==> src/rtl/mst_pkg.sv <==
// shared types, codes and defaults for the multi-slot countdown timer
`default_nettype none
package mst_pkg;

  localparam int SLOTS_DEF = 8;

  localparam logic [1:0] OP_TICK   = 2'd0;
  localparam logic [1:0] OP_ATTACH = 2'd1;
  localparam logic [1:0] OP_DETACH = 2'd2;

  typedef struct packed {
    logic [1:0]  opcode;
    logic [2:0]  slot;
    logic [30:0] period;
    logic        cyclic;
  } req_t;

  typedef struct packed {
    logic [2:0] attached_slot;
    logic       no_free_slot;
    logic [7:0] fired_mask;
  } rsp_t;

  // one table entry held in the slot memory
  typedef struct packed {
    logic [30:0] period;
    logic [30:0] count;
  } slot_ent_t;

  // outcome of one slot pass through the shared decrementer
  typedef struct packed {
    logic [30:0] count;
    logic        fire;
    logic        free;
  } dec_res_t;

  typedef enum logic [1:0] {
    ST_IDLE,
    ST_TICK,
    ST_ATTACH,
    ST_DONE
  } state_t;

endpackage
`default_nettype wire

==> src/rtl/mst_mem.sv <==
// slot table memory: period and counter, one write and one registered read port
`default_nettype none
module mst_mem #(
  parameter int SLOTS = mst_pkg::SLOTS_DEF,
  parameter int IW    = 3
) (
  input  wire logic              clk,
  input  wire logic              we,
  input  wire logic [IW-1:0]     waddr,
  input  wire mst_pkg::slot_ent_t wdata,
  input  wire logic [IW-1:0]     raddr,
  output mst_pkg::slot_ent_t     rdata
);

  mst_pkg::slot_ent_t mem [SLOTS];

  always_ff @(posedge clk) begin
    if (we) begin
      mem[waddr] <= wdata;
    end
  end

  always_ff @(posedge clk) begin
    rdata <= mem[raddr];
  end

endmodule
`default_nettype wire

==> src/rtl/mst_dec.sv <==
// shared decrement, zero compare and reload unit for one slot
`default_nettype none
module mst_dec (
  input  wire logic [30:0]    count,
  input  wire logic [30:0]    period,
  input  wire logic           cyclic,
  output mst_pkg::dec_res_t   res
);

  logic [30:0] dec;

  always_comb begin
    dec       = count - 31'd1;
    res.count = count;
    res.fire  = 1'b0;
    res.free  = 1'b0;
    if (count != 31'd0) begin
      res.count = dec;
      if (dec == 31'd0) begin
        res.fire = 1'b1;
        if (cyclic) begin
          res.count = period;
        end else begin
          res.free = 1'b1;
        end
      end
    end
  end

endmodule
`default_nettype wire

==> src/rtl/multi_slot_countdown_timer_unit.sv <==
// top level: sequencer walking the slot table with one shared decrementer
// tick: one slot read per cycle plus write-back;
// when the last slot is active, done waits until its write-back drains
// attach: the free-slot scan tests one slot per cycle
// detach and unused opcodes go straight to done; one transaction in flight, a waiting result stalls done
// rst (synchronous) frees every slot via the active bits; the table memory is not cleared
`default_nettype none
module multi_slot_countdown_timer_unit #(
  parameter int SLOTS = mst_pkg::SLOTS_DEF
) (
  input  wire logic          clk,
  input  wire logic          rst,
  input  wire logic          req_valid,
  output logic               req_ready,
  input  wire mst_pkg::req_t req,
  output logic               rsp_valid,
  input  wire logic          rsp_ready,
  output mst_pkg::rsp_t      rsp
);

  localparam int IW = (SLOTS > 1) ? $clog2(SLOTS) : 1;
  localparam int CW = $clog2(SLOTS + 1);
  localparam logic [CW-1:0] LAST = CW'(SLOTS);

  mst_pkg::state_t state, state_next;
  logic [CW-1:0]    cnt, cnt_next;
  logic [SLOTS-1:0] active, active_next;
  logic [SLOTS-1:0] cyclic, cyclic_next;
  logic             rd_vld, rd_vld_next;
  logic [IW-1:0]    rd_idx;
  logic [30:0]      att_period;
  logic             att_cyclic;
  logic             att_load;
  logic [2:0]       res_attached, res_attached_next;
  logic             res_full, res_full_next;
  logic [7:0]       res_fired, res_fired_next;
  logic             rsp_load;

  logic               issue;
  logic [IW-1:0]      idx;
  logic [IW-1:0]      sel;
  logic               mem_we;
  logic [IW-1:0]      mem_waddr;
  mst_pkg::slot_ent_t mem_wdata;
  mst_pkg::slot_ent_t mem_rdata;
  mst_pkg::dec_res_t  dres;

  assign idx = cnt[IW-1:0];
  assign sel = IW'(req.slot);

  mst_mem #(.SLOTS(SLOTS), .IW(IW)) u_mem (
    .clk   (clk),
    .we    (mem_we),
    .waddr (mem_waddr),
    .wdata (mem_wdata),
    .raddr (idx),
    .rdata (mem_rdata)
  );

  mst_dec u_dec (
    .count  (mem_rdata.count),
    .period (mem_rdata.period),
    .cyclic (cyclic[rd_idx]),
    .res    (dres)
  );

  always_ff @(posedge clk) begin
    if (rst) begin
      state     <= mst_pkg::ST_IDLE;
      cnt       <= '0;
      active    <= '0;
      cyclic    <= '0;
      rd_vld    <= 1'b0;
      rsp_valid <= 1'b0;
    end else begin
      state  <= state_next;
      cnt    <= cnt_next;
      active <= active_next;
      cyclic <= cyclic_next;
      rd_vld <= rd_vld_next;
      if (rsp_load) begin
        rsp_valid <= 1'b1;
      end else if (rsp_ready) begin
        rsp_valid <= 1'b0;
      end
    end
  end

  always_ff @(posedge clk) begin
    rd_idx       <= idx;
    res_attached <= res_attached_next;
    res_full     <= res_full_next;
    res_fired    <= res_fired_next;
    if (att_load) begin
      att_period <= req.period;
      att_cyclic <= req.cyclic;
    end
    if (rsp_load) begin
      rsp.attached_slot <= res_attached;
      rsp.no_free_slot  <= res_full;
      rsp.fired_mask    <= res_fired;
    end
  end

  always_comb begin
    state_next        = state;
    cnt_next          = cnt;
    active_next       = active;
    cyclic_next       = cyclic;
    res_attached_next = res_attached;
    res_full_next     = res_full;
    res_fired_next    = res_fired;
    req_ready         = (state == mst_pkg::ST_IDLE);
    att_load          = 1'b0;
    rsp_load          = 1'b0;
    issue             = (state == mst_pkg::ST_TICK) && (cnt != LAST);
    rd_vld_next       = issue && active[idx];
    mem_we            = 1'b0;
    mem_waddr         = rd_idx;
    mem_wdata         = {mem_rdata.period, dres.count};

    // second stage of the tick walk: write back the slot read last cycle
    if (rd_vld) begin
      mem_we = 1'b1;
      if (dres.free) begin
        active_next[rd_idx] = 1'b0;
      end
      if (dres.fire && (32'(rd_idx) < 32'd8)) begin
        res_fired_next[3'(rd_idx)] = 1'b1;
      end
    end

    case (state)
      mst_pkg::ST_IDLE: begin
        if (req_valid) begin
          cnt_next          = '0;
          res_attached_next = '0;
          res_full_next     = 1'b0;
          res_fired_next    = '0;
          case (req.opcode)
            mst_pkg::OP_TICK: begin
              state_next = mst_pkg::ST_TICK;
            end
            mst_pkg::OP_ATTACH: begin
              att_load   = 1'b1;
              state_next = mst_pkg::ST_ATTACH;
            end
            mst_pkg::OP_DETACH: begin
              if (32'(req.slot) < 32'(SLOTS)) begin
                active_next[sel] = 1'b0;
                cyclic_next[sel] = 1'b0;
              end
              state_next = mst_pkg::ST_DONE;
            end
            default: begin
              state_next = mst_pkg::ST_DONE;
            end
          endcase
        end
      end
      mst_pkg::ST_TICK: begin
        if (issue) begin
          cnt_next = cnt + CW'(1);
        end else if (!rd_vld) begin
          state_next = mst_pkg::ST_DONE;
        end
      end
      mst_pkg::ST_ATTACH: begin
        if (cnt == LAST) begin
          res_full_next = 1'b1;
          state_next    = mst_pkg::ST_DONE;
        end else if (!active[idx]) begin
          mem_we            = 1'b1;
          mem_waddr         = idx;
          mem_wdata         = {att_period, att_period};
          active_next[idx]  = 1'b1;
          cyclic_next[idx]  = att_cyclic;
          res_attached_next = 3'(idx);
          state_next        = mst_pkg::ST_DONE;
        end else begin
          cnt_next = cnt + CW'(1);
        end
      end
      mst_pkg::ST_DONE: begin
        if (!rsp_valid || rsp_ready) begin
          rsp_load   = 1'b1;
          state_next = mst_pkg::ST_IDLE;
        end
      end
      default: begin
        state_next = mst_pkg::ST_IDLE;
      end
    endcase
  end

  // an accepted transaction always leaves idle
  a_leave_idle: assert property (@(posedge clk) disable iff (rst)
    req_valid && req_ready |=> state != mst_pkg::ST_IDLE)
    else $error("accepted transaction did not start");

  // write-back stage only runs behind the tick walk
  a_rd_in_tick: assert property (@(posedge clk) disable iff (rst)
    rd_vld |-> state == mst_pkg::ST_TICK)
    else $error("write-back outside tick walk");

  // table writes only from the tick walk or an attach
  a_we_state: assert property (@(posedge clk) disable iff (rst)
    mem_we |-> state == mst_pkg::ST_TICK || state == mst_pkg::ST_ATTACH)
    else $error("table write in wrong state");

  // a full table never reports a slot or a fired mask
  a_full_clean: assert property (@(posedge clk) disable iff (rst)
    rsp_valid && rsp.no_free_slot |-> rsp.attached_slot == 3'd0 && rsp.fired_mask == 8'd0)
    else $error("full flag with other result fields set");

  // result register loads only when free or being drained
  a_rsp_load: assert property (@(posedge clk) disable iff (rst)
    rsp_load |-> !rsp_valid || rsp_ready)
    else $error("result overwritten before transfer");

endmodule
`default_nettype wire

==> config.mk <==
export PLATFORM = sky130hd
export DESIGN_NAME = multi_slot_countdown_timer_unit
export DESIGN_NICKNAME = d
export VERILOG_FILES = /design/src/rtl/mst_pkg.sv /design/src/rtl/mst_mem.sv /design/src/rtl/mst_dec.sv /design/src/rtl/multi_slot_countdown_timer_unit.sv
export SDC_FILE = /design/constraint.sdc
export NUM_CORES = 1
export LEC_CHECK = 0
export BUFFER_PORTS_ARGS = -buffer_cell sky130_fd_sc_hd__buf_2
export CAP_MARGIN = 20
export CORE_ASPECT_RATIO = 1.75
export CORE_MARGIN = 2
export CORE_UTILIZATION = 50
export DETAILED_ROUTE_END_ITERATION = 8
export PLACE_DENSITY = 0.66
export SYNTH_ARGS = -nofsm -noshare
export SYNTH_HDL_FRONTEND = slang
export SYNTH_SLANG_ARGS = --single-unit
==> constraint.sdc <==
create_clock -name clk -period 12.91 [get_ports clk]
set_input_delay 1.9365 -clock clk [delete_from_list [all_inputs] [get_ports clk]]
set_output_delay 1.9365 -clock clk [all_outputs]
set_load 0.02 [all_outputs]
Word level (Yosys, flattened, before mapping) --
Memory sizes are Yosys's and may differ from the RTL's. A register that Yosys moved wholly into a read port is not among the register bits. Cells that the tools add are included.
Word-level totals: RAM bits 496, logic and storage cells 138, register bits after elaboration 83, memories 1, input bits 41, output and inout port bits 14
Memory list:
- u_mem.mem | depth 8, bits a word 62, read ports 1, clocked after memory_dff 1, wr ports 1, RTL line mst_mem.sv:15 | mst_pkg::slot_ent_t mem [SLOTS];
Operators by class: add/sub/neg operators 2, magnitude comparators 6, eq/ne operators 18, reductions and logical operators 19, bitwise logic cells 7, mux-type cells 70
Operators with widths (number):
- $mux 62 | 3
- $mux 8 | 14
- $mux 33 | 2
- $pmux 8 s2 | 2
- $logic_not 31->1 | 1
- $mux 31 | 1
- $reduce_bool 31->1 | 1
- $sub 31x1->31 const B | 1
- $and 8x8->8 | 3
- $mux 1 | 21
- $mux 3 | 6
- $ne 2x2->1 const B | 9
- $mux 4 | 4
- $not 8->8 | 2
- $or 8x8->8 | 2
- $reduce_and 5->1 | 3
- $lt 3x4->1 const B | 3
- $mux 2 | 6
- $pmux 4 s3 | 1
- $demux 1 s3 | 3
- $ge 3x1->1 const B | 3
- $bwmux 8 | 1
- $pmux 2 s4 | 1
- $bmux 1 s3 | 2
- 18 further kinds | 27

Logic depth before layout (Yosys ltp) --
depth in word-level cells 12, depth in mapped cells 13, mapped depth without buffers 10

Hierarchy --
From an unflattened synthesis, not the netlist that was laid out.
Second synthesis, totals: cells, all modules 1465, area, all modules 25728.4 um2
Modules (own cells, without submodules):
- mst_mem | cells each 792, times used 1, area each 20233.2 um2, sequential area each 16135.5 um2
- multi_slot_countdown_timer_unit | cells each 462, times used 1, area each 4107.7 um2, sequential area each 2142.1 um2
- mst_dec | cells each 211, times used 1, area each 1387.6 um2, sequential area each 0.0 um2

Least setup slack after synthesis --
OpenSTA, ideal clock, no wires.
path type reg-to-reg, start point reg cnt[0], end point mem u_mem.mem[0][0] (netlist bit), enable pin, data arrival time 4.901 ns, period minus slack after synthesis 5.383 ns, slack 7.527 ns, required time 12.428 ns, buffers on the path 5, cell stages (with the launch flop) 13, library setup time 0.482 ns, path through dfxtp_1 > clkbuf_1 > inv_1 > clkbuf_1 > buf_1 > ha_1 > nand3b_1 > nand3_1 > clkbuf_1 > clkbuf_1 > a22oi_1 > nand2_1 > nor2_1
Between the ends: cells in the longest elaborated chain, start to end 7
Ends and longest elaborated chain:
- from (decl) | RTL line multi_slot_countdown_timer_unit.sv:26 | logic [CW-1:0] cnt, cnt_next;
- from (signal assigned) | RTL line multi_slot_countdown_timer_unit.sv:77 | cnt <= cnt_next;
- $bmux 1 s3 | RTL line multi_slot_countdown_timer_unit.sv:172 | end else if (!active[idx]) begin
- $mux 1 (implied by the code) | RTL line multi_slot_countdown_timer_unit.sv:172
- $mux 1 | RTL line multi_slot_countdown_timer_unit.sv:172
- $mux 1 | RTL line multi_slot_countdown_timer_unit.sv:169 | if (cnt == LAST) begin
- $mux 1 | RTL line multi_slot_countdown_timer_unit.sv:133 | case (state)
- $mux 1 | RTL line mst_mem.sv:18 | if (we) begin
- $mux 1 (implied by the code) | RTL line mst_mem.sv:19 | mem[waddr] <= wdata;
- to (decl) | RTL line mst_mem.sv:15
Several ways; a longest one is shown, not always the timed one. The select of a mux whose other input is x is not followed.

Worst setup path after layout --
start point reg cnt[0], end point mem u_mem.mem[5][14] (netlist bit), enable pin
Same word-level chain as after synthesis.

==> metrics.yaml <==
synth:
  ys.flop_type: "edfxtp_1"
  syn_avg_cell_area_um2: 15.1
  syn_inst: 1640
  mappedNetlistArea_um2: 24800
  synth.most_common_cell: "edfxtp_1"
  yosysTopAreaCellShare_pct: 65.9
  ys_types: 73
  ys_ff_latch: 641
  syn_nets: 1689
  synthArstFlopShare_pct: 0
  synth_common_cells: "edfxtp_1 (544), nand2_1 (142), a22oi_1 (110)"
  synth_area_leaders: "edfxtp_1 (66%), dfxtp_1 (7.8%), a22oi_1 (3.3%)"
  yosysWarningCount: 0
  synth_area_leader_cell: "edfxtp_1"
  seq_area_frac_synth_pct: 73.8
  synth_edf_count: 544
detailed_routing:
  first_iter_violations: 1352
  routed_via_density: 6.32
  drtAntennaViolNets: 0
  firstDrtPassIters: 5
  routedWlPerCell_um: 27.5
  route.detailed.drc: 0
  vias: 15000
  drt-total-wl_um: 65400
power_and_ir_drop:
  ir_worst_vdd_v: 0.000118
  p_leak_nw: 8.88
  power_density_nw_per_um2: 227
die:
  die_h_um: 298
  die_x_um: 172
  initial_utilization_pct: 50.7
  rows: 107
  die_area_um2: 51400
  ios: 55
  coreArea_um2: 48900
cells_and_area:
  fillers: 3791
  drive_above_1_share_pct: 16.0
  syn_to_final_growth_pct: 11.7
  nets: 1727
  final_cells: 2378
  antenna_cells: 0
  design_area_um2: 27700
timing:
  maxSlewViolCount: 0
  setup_violations: 0
  finalCriticalPeriod_ps: 5030
  final.setup.tns_ps: 0
  hold_viol_final: 0
  worst_slew_pin_slew_ps: 1150
  period_share_pct: 38.9
  maxSlewHeadroom_pct: 23.6
  max_freq_mhz: 199
  finClkSkew_ps: 22.6
  holdWs_ps: 418
  rsz0062_at_grt: "no"
placement:
  placed_area_um2: 25800
  port-buffer-count: 54
  gp_congestion: 0.967
  hpwl_um: 37900
  placed_cells: 2275
setup_path:
  crit_path_start_kind: "flop"
  arrival_ps: 5240
  crit_required_ps: 13130
  end_kind: "flop"
  worstSetupPathType: "flop to flop"
  cp_max_fo: 41
cts:
  cts_tree: "built"
  clock_sinks: 641
  post-cts-setup-buffer-count: 0
  h-tree-depth: 2
  clockBufferDepth: 3
  cts_hold_buf: 0
  numCtsBuffers: 54
  path_clk_slew_ps: 70
  root_buffer: "clkbuf_16"
  cts_resized: 0
  clk_latency_ps: 600
grt:
  grt_max_degree: 63
  grt_pass1_vias: 15400
  grt_pass1_wl_um: 96900
  antenna_found_initial: 0
  overflow: 0
  grtUsageTotal_pct: 25.8
min_path:
  hold_class: "flop to flop"
flow_run:
  cap_violations: 0
outcome:
  status: "complete, no violations"
placed cells by master, fill, tap and decap left out, drive strengths merged, types with 10 or more instances in the layout:
| master | netlist | layout |
|---|---|---|
| a221oi | 61 | 61 |
| and2 | 10 | 10 |
| nand2 | 142 | 142 |
| clkinv | 0 | 21 |
| inv | 16 | 21 |
| a22o | 16 | 16 |
| dfxtp | 97 | 97 |
| xnor2 | 12 | 12 |
| o22ai | 11 | 11 |
| mux2 | 47 | 47 |
| a21oi | 30 | 30 |
| nor2 | 68 | 68 |
| o211ai | 28 | 28 |
| mux2i | 25 | 25 |
| xor2 | 16 | 16 |
| nor2b | 12 | 12 |
| nor3 | 25 | 25 |
| buf | 24 | 85 |
| clkbuf | 79 | 66 |
| nand3 | 70 | 70 |
| nand2b | 10 | 10 |
| nand4 | 18 | 18 |
| nor4 | 10 | 10 |
| a211oi | 14 | 14 |
| edfxtp | 544 | 544 |
| o21ai | 35 | 35 |
| a22oi | 110 | 110 |
flip-flops by register name (all words and copies together) (netlist names), named ones only:
register and flops:
active 3, att_cyclic 1, att_period 31, cnt 4
cyclic 8, rd_idx 3, rd_vld 1, res_attached 3
res_fired 8, res_full 1, rsp 12, rsp_valid 1
state 2, u_mem.mem 496, u_mem.rdata 62
cell type report:
| type | count | area [um^2] | area share [%] |
|---|---|---|---|
| clock inverter | 36 | 410 | 1.48 |
| clock buffer | 66 | 1490 | 5.38 |
| sequential | 641 | 18300 | 66.1 |
| multi-input combinational | 880 | 6110 | 22.1 |
| inverter | 16 | 60.1 | 0.217 |
| timing repair buffer | 85 | 503 | 1.82 |
| tap | 654 | 818 | 2.96 |
worst max-delay path, cell delays in order, from the launching register on:
cell       delay (ps)
dfxtp_2           550
buf_4             510
nand2_1           290
o2bb2ai_1         190
or3_1             290
and3_2            230
buf_4             500
a21oi_1           400
nor2_4            930
buf_4             700
logic make-up after synthesis:
| family | Yosys count | share of synthesized area [%] |
|---|---|---|
| DFF | 641 | 73.8 |
| adders and majority gates | 8 | 0.404 |
| xor gates and xnor gates | 28 | 0.990 |
| muxes | 81 | 3.97 |
| buffers and inverters | 119 | 1.94 |
| and+or+nand+nor | 411 | 8.32 |
| AOI/OAI and AO/OA | 352 | 10.6 |
where the power goes:
group | switching [W] | leakage (nW) | internal, W
Clock | 0.000746 | 0.934 | 0.000970
Combinational | 0.00106 | 2.21 | 0.000387
Sequential | 0.000206 | 5.73 | 0.00291
through the flow:
step	util [%]	setup WS (ps)	total power (W)
2_1_floorplan	-	7530	0.00400
3_3_place_gp	52.7	7990	0.00453
3_5_place_dp	52.7	7900	0.00458
4_1_cts	56.6	7900	0.00629
5_1_grt	56.6	7610	0.00652
6_report	56.6	7880	0.00628
path summary, 6_finish.rpt:
| check | start | endpoint | slack (ps) | depth (start not counted) |
|---|---|---|---|---|
| worst max-delay path | cnt[0] | u_mem.mem[5][14] | 7880 | 9 |
| worst min-delay path | res_attached[0] | rsp[9] | 420 | 0 |
| worst max register to register | cnt[0] | u_mem.mem[5][14] | 7880 | 9 |
| worst min register to register | res_attached[0] | rsp[9] | 420 | 0 |
layer usage:
| metal | share of wire, % | track usage [%] | vias up | wire length, um |
|---|---|---|---|---|
| met5 | 0 | 0 | - | 0 |
| met4 | 5.3 | 12.5 | 0 | 3460 |
| met3 | 6.0 | 3.13 | 187 | 3910 |
| met2 | 52 | 46.3 | 667 | 34200 |
| met1 | 36 | 30.3 | 7618 | 23800 |
| li1 | - | - | 6549 | - |
Note: power is estimated with default switching activity, not from simulation.
